==> config.mk <==
export PLATFORM = sky130hd
export DESIGN_NAME = hsv_to_rgb_converter_unit
export DESIGN_NICKNAME = d
export VERILOG_FILES = /design/src/design/hsv2rgb_pkg.sv /design/src/design/hsv_to_rgb_converter_unit.sv
export VERILOG_INCLUDE_DIRS = /design/src /design/src/design
export SDC_FILE = /design/constraint.sdc
export NUM_CORES = 2
export LEC_CHECK = 0
export BUFFER_PORTS_ARGS = -buffer_cell sky130_fd_sc_hd__buf_2
export CAP_MARGIN = 20
export CORE_ASPECT_RATIO = 2
export CORE_MARGIN = 2
export CORE_UTILIZATION = 51
export CTS_BUF_LIST = sky130_fd_sc_hd__clkbuf_8
export DETAILED_ROUTE_END_ITERATION = 8
export GPL_TIMING_DRIVEN = 0
export HOLD_SLACK_MARGIN = 0.06
export MAX_ROUTING_LAYER = met4
export PLACE_DENSITY = 0.73
export SLEW_MARGIN = 10
export SYNTH_ARGS = -nofsm -noshare
export SYNTH_HDL_FRONTEND = slang
export SYNTH_SLANG_ARGS = --single-unit
==> constraint.sdc <==
create_clock -name clk -period 6.9 [get_ports clk]
set_clock_uncertainty 0.1 [all_clocks]
set_input_delay 0 -clock clk [delete_from_list [all_inputs] [get_ports clk]]
set_output_delay 0 -clock clk [all_outputs]
set_load 0.01 [all_outputs]
==> src/design/hsv_to_rgb_converter_unit_assert.svh <==
// ----------------------------------------------------------------------------
// HSV to RGB converter assertion macros
// Concurrent checks, compiled out for synthesis.
// ----------------------------------------------------------------------------
`ifndef HSV_TO_RGB_CONVERTER_UNIT_ASSERT_SVH
`define HSV_TO_RGB_CONVERTER_UNIT_ASSERT_SVH

`ifndef SYNTHESIS

// Same-cycle implication, checked outside reset.
`define HSV_ASSERT_NOW(lbl, clk, rst, ante, cons) \
  lbl: assert property (@(posedge clk) disable iff (rst) (ante) |-> (cons)) \
    else $error("assertion failed: same-cycle check");

// Next-cycle implication, checked outside reset.
`define HSV_ASSERT_NEXT(lbl, clk, rst, ante, cons) \
  lbl: assert property (@(posedge clk) disable iff (rst) (ante) |=> (cons)) \
    else $error("assertion failed: next-cycle check");

`else

`define HSV_ASSERT_NOW(lbl, clk, rst, ante, cons)
`define HSV_ASSERT_NEXT(lbl, clk, rst, ante, cons)

`endif

`endif

==> src/design/hsv2rgb_pkg.sv <==
// ----------------------------------------------------------------------------
// HSV to RGB converter package
// Shared widths, defaults and hue sector codes.
// ----------------------------------------------------------------------------
`default_nettype none

package hsv2rgb_pkg;

  // Default number of fraction bits; one turn or full scale is 2^FRAC_BITS.
  localparam int unsigned FRAC_BITS_DEF = 12;

  // Width of the signed input fields.
  localparam int unsigned IN_W = 16;

  // Number of sectors the hue circle is cut into.
  localparam int unsigned HUE_SECTORS = 6;

  typedef logic [2:0] sector_t;

  localparam sector_t SEC_RY = 3'd0;  // red towards yellow
  localparam sector_t SEC_YG = 3'd1;  // yellow towards green
  localparam sector_t SEC_GC = 3'd2;  // green towards cyan
  localparam sector_t SEC_CB = 3'd3;  // cyan towards blue
  localparam sector_t SEC_BM = 3'd4;  // blue towards magenta
  localparam sector_t SEC_MR = 3'd5;  // magenta towards red

endpackage

`default_nettype wire

==> src/design/hsv_to_rgb_converter_unit.sv <==
// ----------------------------------------------------------------------------
// HSV to RGB converter
// Converts one hue, saturation, brightness item per clock into red, green and
// blue. Inputs are signed fixed point with FRAC_BITS fraction bits; hue wraps
// to its fractional part, saturation and brightness clamp to 0..1. Outputs
// are unsigned with FRAC_BITS fraction bits, full scale being 2^FRAC_BITS.
// The block takes one item every clock unless a stall holds it, through a
// four-stage pipeline (clamp and hue scaling, saturation products,
// brightness products, sector routing into the output register). A stall
// on the output holds the whole pipeline only where it is full; empty stages
// still fill, so in_stall rises only when all are occupied.
// ----------------------------------------------------------------------------
`default_nettype none

`include "hsv_to_rgb_converter_unit_assert.svh"

module hsv_to_rgb_converter_unit
  import hsv2rgb_pkg::*;
#(
  parameter int unsigned FRAC_BITS = FRAC_BITS_DEF
) (
  input  wire logic                   clk,
  input  wire logic                   rst,
  input  wire logic                   in_valid,
  output logic                        in_stall,
  input  wire logic signed [IN_W-1:0] hue_in,
  input  wire logic signed [IN_W-1:0] sat_in,
  input  wire logic signed [IN_W-1:0] bright_in,
  output logic                        out_valid,
  input  wire logic                   out_stall,
  output logic [FRAC_BITS:0]          red_out,
  output logic [FRAC_BITS:0]          green_out,
  output logic [FRAC_BITS:0]          blue_out
);

  localparam int unsigned F     = FRAC_BITS;
  localparam int unsigned W     = FRAC_BITS + 1;
  localparam int unsigned HD_W  = FRAC_BITS + 3;
  localparam int unsigned P_W   = 2 * W;
  localparam int unsigned CMP_W = IN_W + 1;
  localparam logic [W-1:0]     ONE     = W'(1) << F;
  localparam logic [CMP_W-1:0] ONE_CMP = CMP_W'(1) << F;

  // Stage advance enables, from the output back towards the input.
  logic adv1;
  logic adv2;
  logic adv3;
  logic adv4;

  // Stage 1: clamped operands, sector and fraction of the scaled hue.
  logic          v1;
  logic [W-1:0]  s1;
  logic [W-1:0]  b1;
  sector_t       sec1;
  logic [F-1:0]  fr1;

  logic [W-1:0]    s_clamp;
  logic [W-1:0]    b_clamp;
  logic [F-1:0]    hue_frac;
  logic [HD_W-1:0] hue_scaled;

  // Stage 2: complements of the saturation terms.
  logic          v2;
  logic [W-1:0]  b2;
  sector_t       sec2;
  logic [W-1:0]  a1;
  logic [W-1:0]  a2;
  logic [W-1:0]  a3;

  logic [P_W-1:0] p_sfr;
  logic [P_W-1:0] p_sifr;

  // Stage 3: brightness products.
  logic          v3;
  logic [W-1:0]  b3;
  sector_t       sec3;
  logic [W-1:0]  f1;
  logic [W-1:0]  f2;
  logic [W-1:0]  f3;

  logic [P_W-1:0] p_f1;
  logic [P_W-1:0] p_f2;
  logic [P_W-1:0] p_f3;

  logic [W-1:0] red_next;
  logic [W-1:0] green_next;
  logic [W-1:0] blue_next;

  assign adv4     = !out_valid || !out_stall;
  assign adv3     = !v3 || adv4;
  assign adv2     = !v2 || adv3;
  assign adv1     = !v1 || adv2;
  assign in_stall = !adv1;

  // Negative clamps to zero, anything above full scale to full scale.
  always_comb begin
    if (sat_in[IN_W-1]) begin
      s_clamp = '0;
    end else if ({1'b0, sat_in} > ONE_CMP) begin
      s_clamp = ONE;
    end else begin
      s_clamp = W'(sat_in);
    end
    if (bright_in[IN_W-1]) begin
      b_clamp = '0;
    end else if ({1'b0, bright_in} > ONE_CMP) begin
      b_clamp = ONE;
    end else begin
      b_clamp = W'(bright_in);
    end
  end

  // Low bits of the two's complement hue are its true fraction.
  assign hue_frac   = hue_in[F-1:0];
  assign hue_scaled = HD_W'(hue_frac) * HD_W'(HUE_SECTORS);

  always_ff @(posedge clk) begin
    if (rst) begin
      v1 <= 1'b0;
    end else if (adv1) begin
      v1 <= in_valid;
    end
    if (adv1) begin
      s1   <= s_clamp;
      b1   <= b_clamp;
      sec1 <= sector_t'(hue_scaled[HD_W-1:F]);
      fr1  <= hue_scaled[F-1:0];
    end
  end

  assign p_sfr  = P_W'(s1) * P_W'(fr1);
  assign p_sifr = P_W'(s1) * P_W'(ONE - W'(fr1));

  always_ff @(posedge clk) begin
    if (rst) begin
      v2 <= 1'b0;
    end else if (adv2) begin
      v2 <= v1;
    end
    if (adv2) begin
      b2   <= b1;
      sec2 <= sec1;
      a1   <= ONE - s1;
      a2   <= ONE - p_sfr[F +: W];
      a3   <= ONE - p_sifr[F +: W];
    end
  end

  // Each complement is at most full scale, so each product stays within b.
  assign p_f1 = P_W'(b2) * P_W'(a1);
  assign p_f2 = P_W'(b2) * P_W'(a2);
  assign p_f3 = P_W'(b2) * P_W'(a3);

  always_ff @(posedge clk) begin
    if (rst) begin
      v3 <= 1'b0;
    end else if (adv3) begin
      v3 <= v2;
    end
    if (adv3) begin
      b3   <= b2;
      sec3 <= sec2;
      f1   <= p_f1[F +: W];
      f2   <= p_f2[F +: W];
      f3   <= p_f3[F +: W];
    end
  end

  // Black and grey need no special path: zero brightness zeroes every
  // product, zero saturation makes every product equal the brightness.
  always_comb begin
    unique case (sec3)
      SEC_RY: begin
        red_next = b3; green_next = f3; blue_next = f1;
      end
      SEC_YG: begin
        red_next = f2; green_next = b3; blue_next = f1;
      end
      SEC_GC: begin
        red_next = f1; green_next = b3; blue_next = f3;
      end
      SEC_CB: begin
        red_next = f1; green_next = f2; blue_next = b3;
      end
      SEC_BM: begin
        red_next = f3; green_next = f1; blue_next = b3;
      end
      // Magenta towards red, and the unused codes.
      default: begin
        red_next = b3; green_next = f1; blue_next = f2;
      end
    endcase
  end

  always_ff @(posedge clk) begin
    if (rst) begin
      out_valid <= 1'b0;
    end else if (adv4) begin
      out_valid <= v3;
    end
    if (adv4) begin
      red_out   <= red_next;
      green_out <= green_next;
      blue_out  <= blue_next;
    end
  end

  `HSV_ASSERT_NOW(a_prod_within_bright, clk, rst, v3, (f1 <= b3) && (f2 <= b3) && (f3 <= b3))
  `HSV_ASSERT_NOW(a_out_full_scale, clk, rst, out_valid, (red_out <= ONE) && (green_out <= ONE) && (blue_out <= ONE))
  `HSV_ASSERT_NOW(a_flow_no_stall, clk, rst, !out_valid || !out_stall, !in_stall)
  `HSV_ASSERT_NEXT(a_stall_holds_full, clk, rst, v1 && v2 && v3 && out_valid && out_stall, v1 && v2 && v3)

endmodule

`default_nettype wire

==> flow_summary.yaml <==
outcome:
  run_status: "complete, but fails checks"
  failing_checks: "setup timing"
routing:
  drt-pass1-iter-count: 5
  vias_after_detailed_routing: 25876
  drtAntennaViolNets: 0
  routed_via_density: 5.562
  detailed_route_iter0_violations: 1546
  postRouteWirelength_mm: 103.8
  routed_wire_length_per_instance_um: 22.32
  remaining_design_rule_violation_count: 0
timing:
  timing.final.max_slew_violations: 0
  slew-limit-headroom_pct: 23.53
  final.setup.tns_ps: -3913
  report.final.hold_viol_count: 0
  min_period_over_period_pct: 112.6
  maxClockFrequency_ghz: 0.1287
  rsz0062_at_grt: "yes"
  final_worst_setup_slack_ps: -870.8
  final_period_minus_worst_setup_slack_ps: 7771
  timing.final.setup_violations: 10
  worst_slew_pin_slew_ps: 1147
floorplanning:
  core_sq_mm: 0.06474
  fp-row-count: 132
  effective_utilization_at_floorplan_pct: 51.63
  area_enclosed_by_the_die_boundary_sq_mm: 0.06773
  floorplan.die.height_um: 366.1
  ios: 93
  die_width_um: 185.0
clocking:
  ctsLongestPathBuffers: 2
  cts-root-buf: "clkbuf_8"
  cts_buffers: 17
  tritoncts: "yes"
  clkTransAtPathRegs_ps: 120
  skew_pair_late_insertion_delay_ps: 570
  clock_tree.htree_level_count: 4
  tritoncts_num_sinks: 193
layout:
  final_standard_cell_area_without_fillers_sq_mm: 0.03783
  drive_above_1_share_pct: 10.80
  final_nets: 4733
  most-common-layout-cells: "660 x inv_1, 560 x fa_1, 514 x nand2_1, 350 x and2_1, 343 x ha_1"
  area.growth.synth_to_final_pct: 13.18
  final_common_cell: "inv_1"
  instances_no_fill: 4652
  fillerInstances: 5673
yosys:
  ys_warn_count: 0
  yosysUniqueCellTypes: 70
  post-synth-top-area-fraction_pct: 33.72
  synth_fp_nets: 4479
  sequential_fraction_of_the_synthesis_area_pct: 17.22
  postSynth.topFlopCell: "edfxtp_1"
  syn_inst: 3510
  synth_edf_count: 189
  ys_async_sr_fraction_pct: 0
  synthDominantAreaCellType: "fa_1"
  synth.top_cells.by_area: "fa_1 34%, edfxtp_1 17%, ha_1 13%"
  post_synth.cell_area_avg_sq_um: 9.523
  post_synth_instance_area_sq_mm: 0.03343
  synth.ff_latch_count: 193
grt:
  largest_net_degree_at_the_start_of_global_routing: 56
  grtUsageTotal_pct: 33.01
  number_of_antenna_violations_at_the_first_check_in_global_routing: 4
  first_pass_grt_wire_length_mm: 157.5
  globalRoute.totalOverflow: 0
  number_of_global_route_vias_before_repair: 28050
setup_path:
  path_class: "reg -> reg"
  end_kind: "register"
  worst_path_largest_cell_delay_ps: 520
  critical_path.most_common_cell: "fa_1"
  arrival_ps: 7980
  critical_path_required_ps: 7110
  worst_setup_path_start_kind: "register"
  timing.reg2reg.worst_path_depth: 33
  critical-path-slowest-cell: "fa_1"
  critical_path.max_fanout: 8
power:
  report.power.total_uw: 5353
  powerDensity_mw_per_mm2: 141.5
  irDropWorstVdd_uv: 133.1
  power.static_leakage_uw: 0.01846
place:
  hpwl_after_dpl_mm: 85.68
  placement.io_buffers: 88
  pre_cts_ws_ps: -1348
  dp.cells: 4471
  postPlaceCellArea_sq_mm: 0.03512
  globalplace.congestion: 1.048
hold_path:
  hold_depth: 3
  worst_hold_path_type: "in -> reg"
run:
  drv_cap: 0
==> cells in the mapped netlist, types with 4 or more instances <==
cell type	n
o21ai_0	62
edfxtp_1	189
a211oi_1	23
mux2i_1	40
or3_1	13
nor2b_1	28
and3_1	11
fa_1	563
o21ai_1	5
xor2_1	37
nor3b_1	4
nand3_1	21
inv_1	668
nor2_1	85
dfxtp_1	4
and2_1	351
xnor2_1	80
o21a_1	11
a21o_1	12
o21bai_1	5
clkbuf_1	166
ha_1	354
buf_1	10
nor4_1	15
nand4_1	10
a21oi_1	79
mux2_2	28
o211ai_1	8
nor3_1	36
nand2_1	520
o22ai_1	14
nand2b_1	9
==> flip-flops by register name, summed over array words and instances, names as in the netlist <==
signal,count
blue_out,13
b3,13
fr1,11
a1,13
b2,13
red_out,13
sec1,3
v3,1
f3,13
f1,13
a2,13
f2,13
sec3,3
s1,13
green_out,13
v1,1
sec2,3
a3,13
v2,1
b1,13
out_valid,1
==> worst max-delay path, delay by kind of cell, from the launching register on <==
| kind | cells | cell delay, ps |
|---|---|---|
| flops | 1 | 400 |
| simple gates | 12 | 2400 |
| xor+xnor | 2 | 300 |
| buf+inv | 10 | 1210 |
| compound gates | 2 | 350 |
| fa+ha+maj | 7 | 2740 |
==> routing by layer <==
metal	share of wire [%]	vias to the layer above	routed length [um]	track usage, %
li1	-	11366	-	-
met1	28	12800	28720	26.45
met2	53	1102	55240	58.63
met3	5.2	608	5433	5.398
met4	14	0	14420	36.22
met5	0	-	0	-
==> timing repair <==
| action | 4_1_cts | 5_1_grt |
|---|---|---|
| gates cloned | 1 | 0 |
| setup buffers | 40 | 37 |
| resized for setup | 125 | 149 |
| endpoints found under the setup margin | 57 | 33 |
| hold buffers | 82 | 0 |
| pin swaps | 42 | 52 |
| hold endpoints to repair | 44 | 0 |
==> through the flow <==
stage	utilization, %	hold WS (ps)
2_1_floorplan	-	-30.93
3_3_place_gp	54.16	106.2
3_5_place_dp	54.25	108.8
4_1_cts	57.36	68.08
5_1_grt	58.44	67.06
6_report	58.44	64.54
==> cells by family (layout without fill, tap and decap cells) <==
logic type | after synthesis | count (layout) | synth area share, %
other cells | 0 | 4 | 0
simple gates | 1120 | 1120 | 16.40
compound gates | 250 | 250 | 4.720
mux | 68 | 68 | 2.141
buf+inv | 845 | 1112 | 9.489
flops | 193 | 193 | 17.22
fa+ha+maj | 917 | 917 | 46.97
xor+xnor | 117 | 117 | 3.066
==> power breakdown <==
part | internal [uW] | leakage (uW) | switching, uW | total, uW
Sequential | 1590 | 0.00219 | 324 | 1910
Clock | 315 | 0.000220 | 509 | 824
Combinational | 1030 | 0.0160 | 1590 | 2620
Total | 2930 | 0.0185 | 2420 | 5350
==> layout make-up <==
cell class              count  area [sq um]  share of cell area [%]
multi-input cells        2472         25290                   66.85
flip-flops and latches    193          5756                   15.21
inverters                 669          2511                   6.637
repair buffers            250          1949                   5.152
well taps                 871          1090                   2.880
plain buffers             161         780.7                   2.064
clock buffers              17         234.0                  0.6184
clock inverters            15         211.5                  0.5589
diodes                      4         10.01                 0.02646
==> worst paths after layout <==
path | from | end | slack, ps
worst min register to register | b1[6] | b2[6] | 330
worst max-delay path | fr1[3] | a3[12] | -870
worst max register to register | fr1[3] | a3[12] | -870
worst min-delay path | rst | v3 | 60
Note: power is estimated with default switching activity, not from simulation.
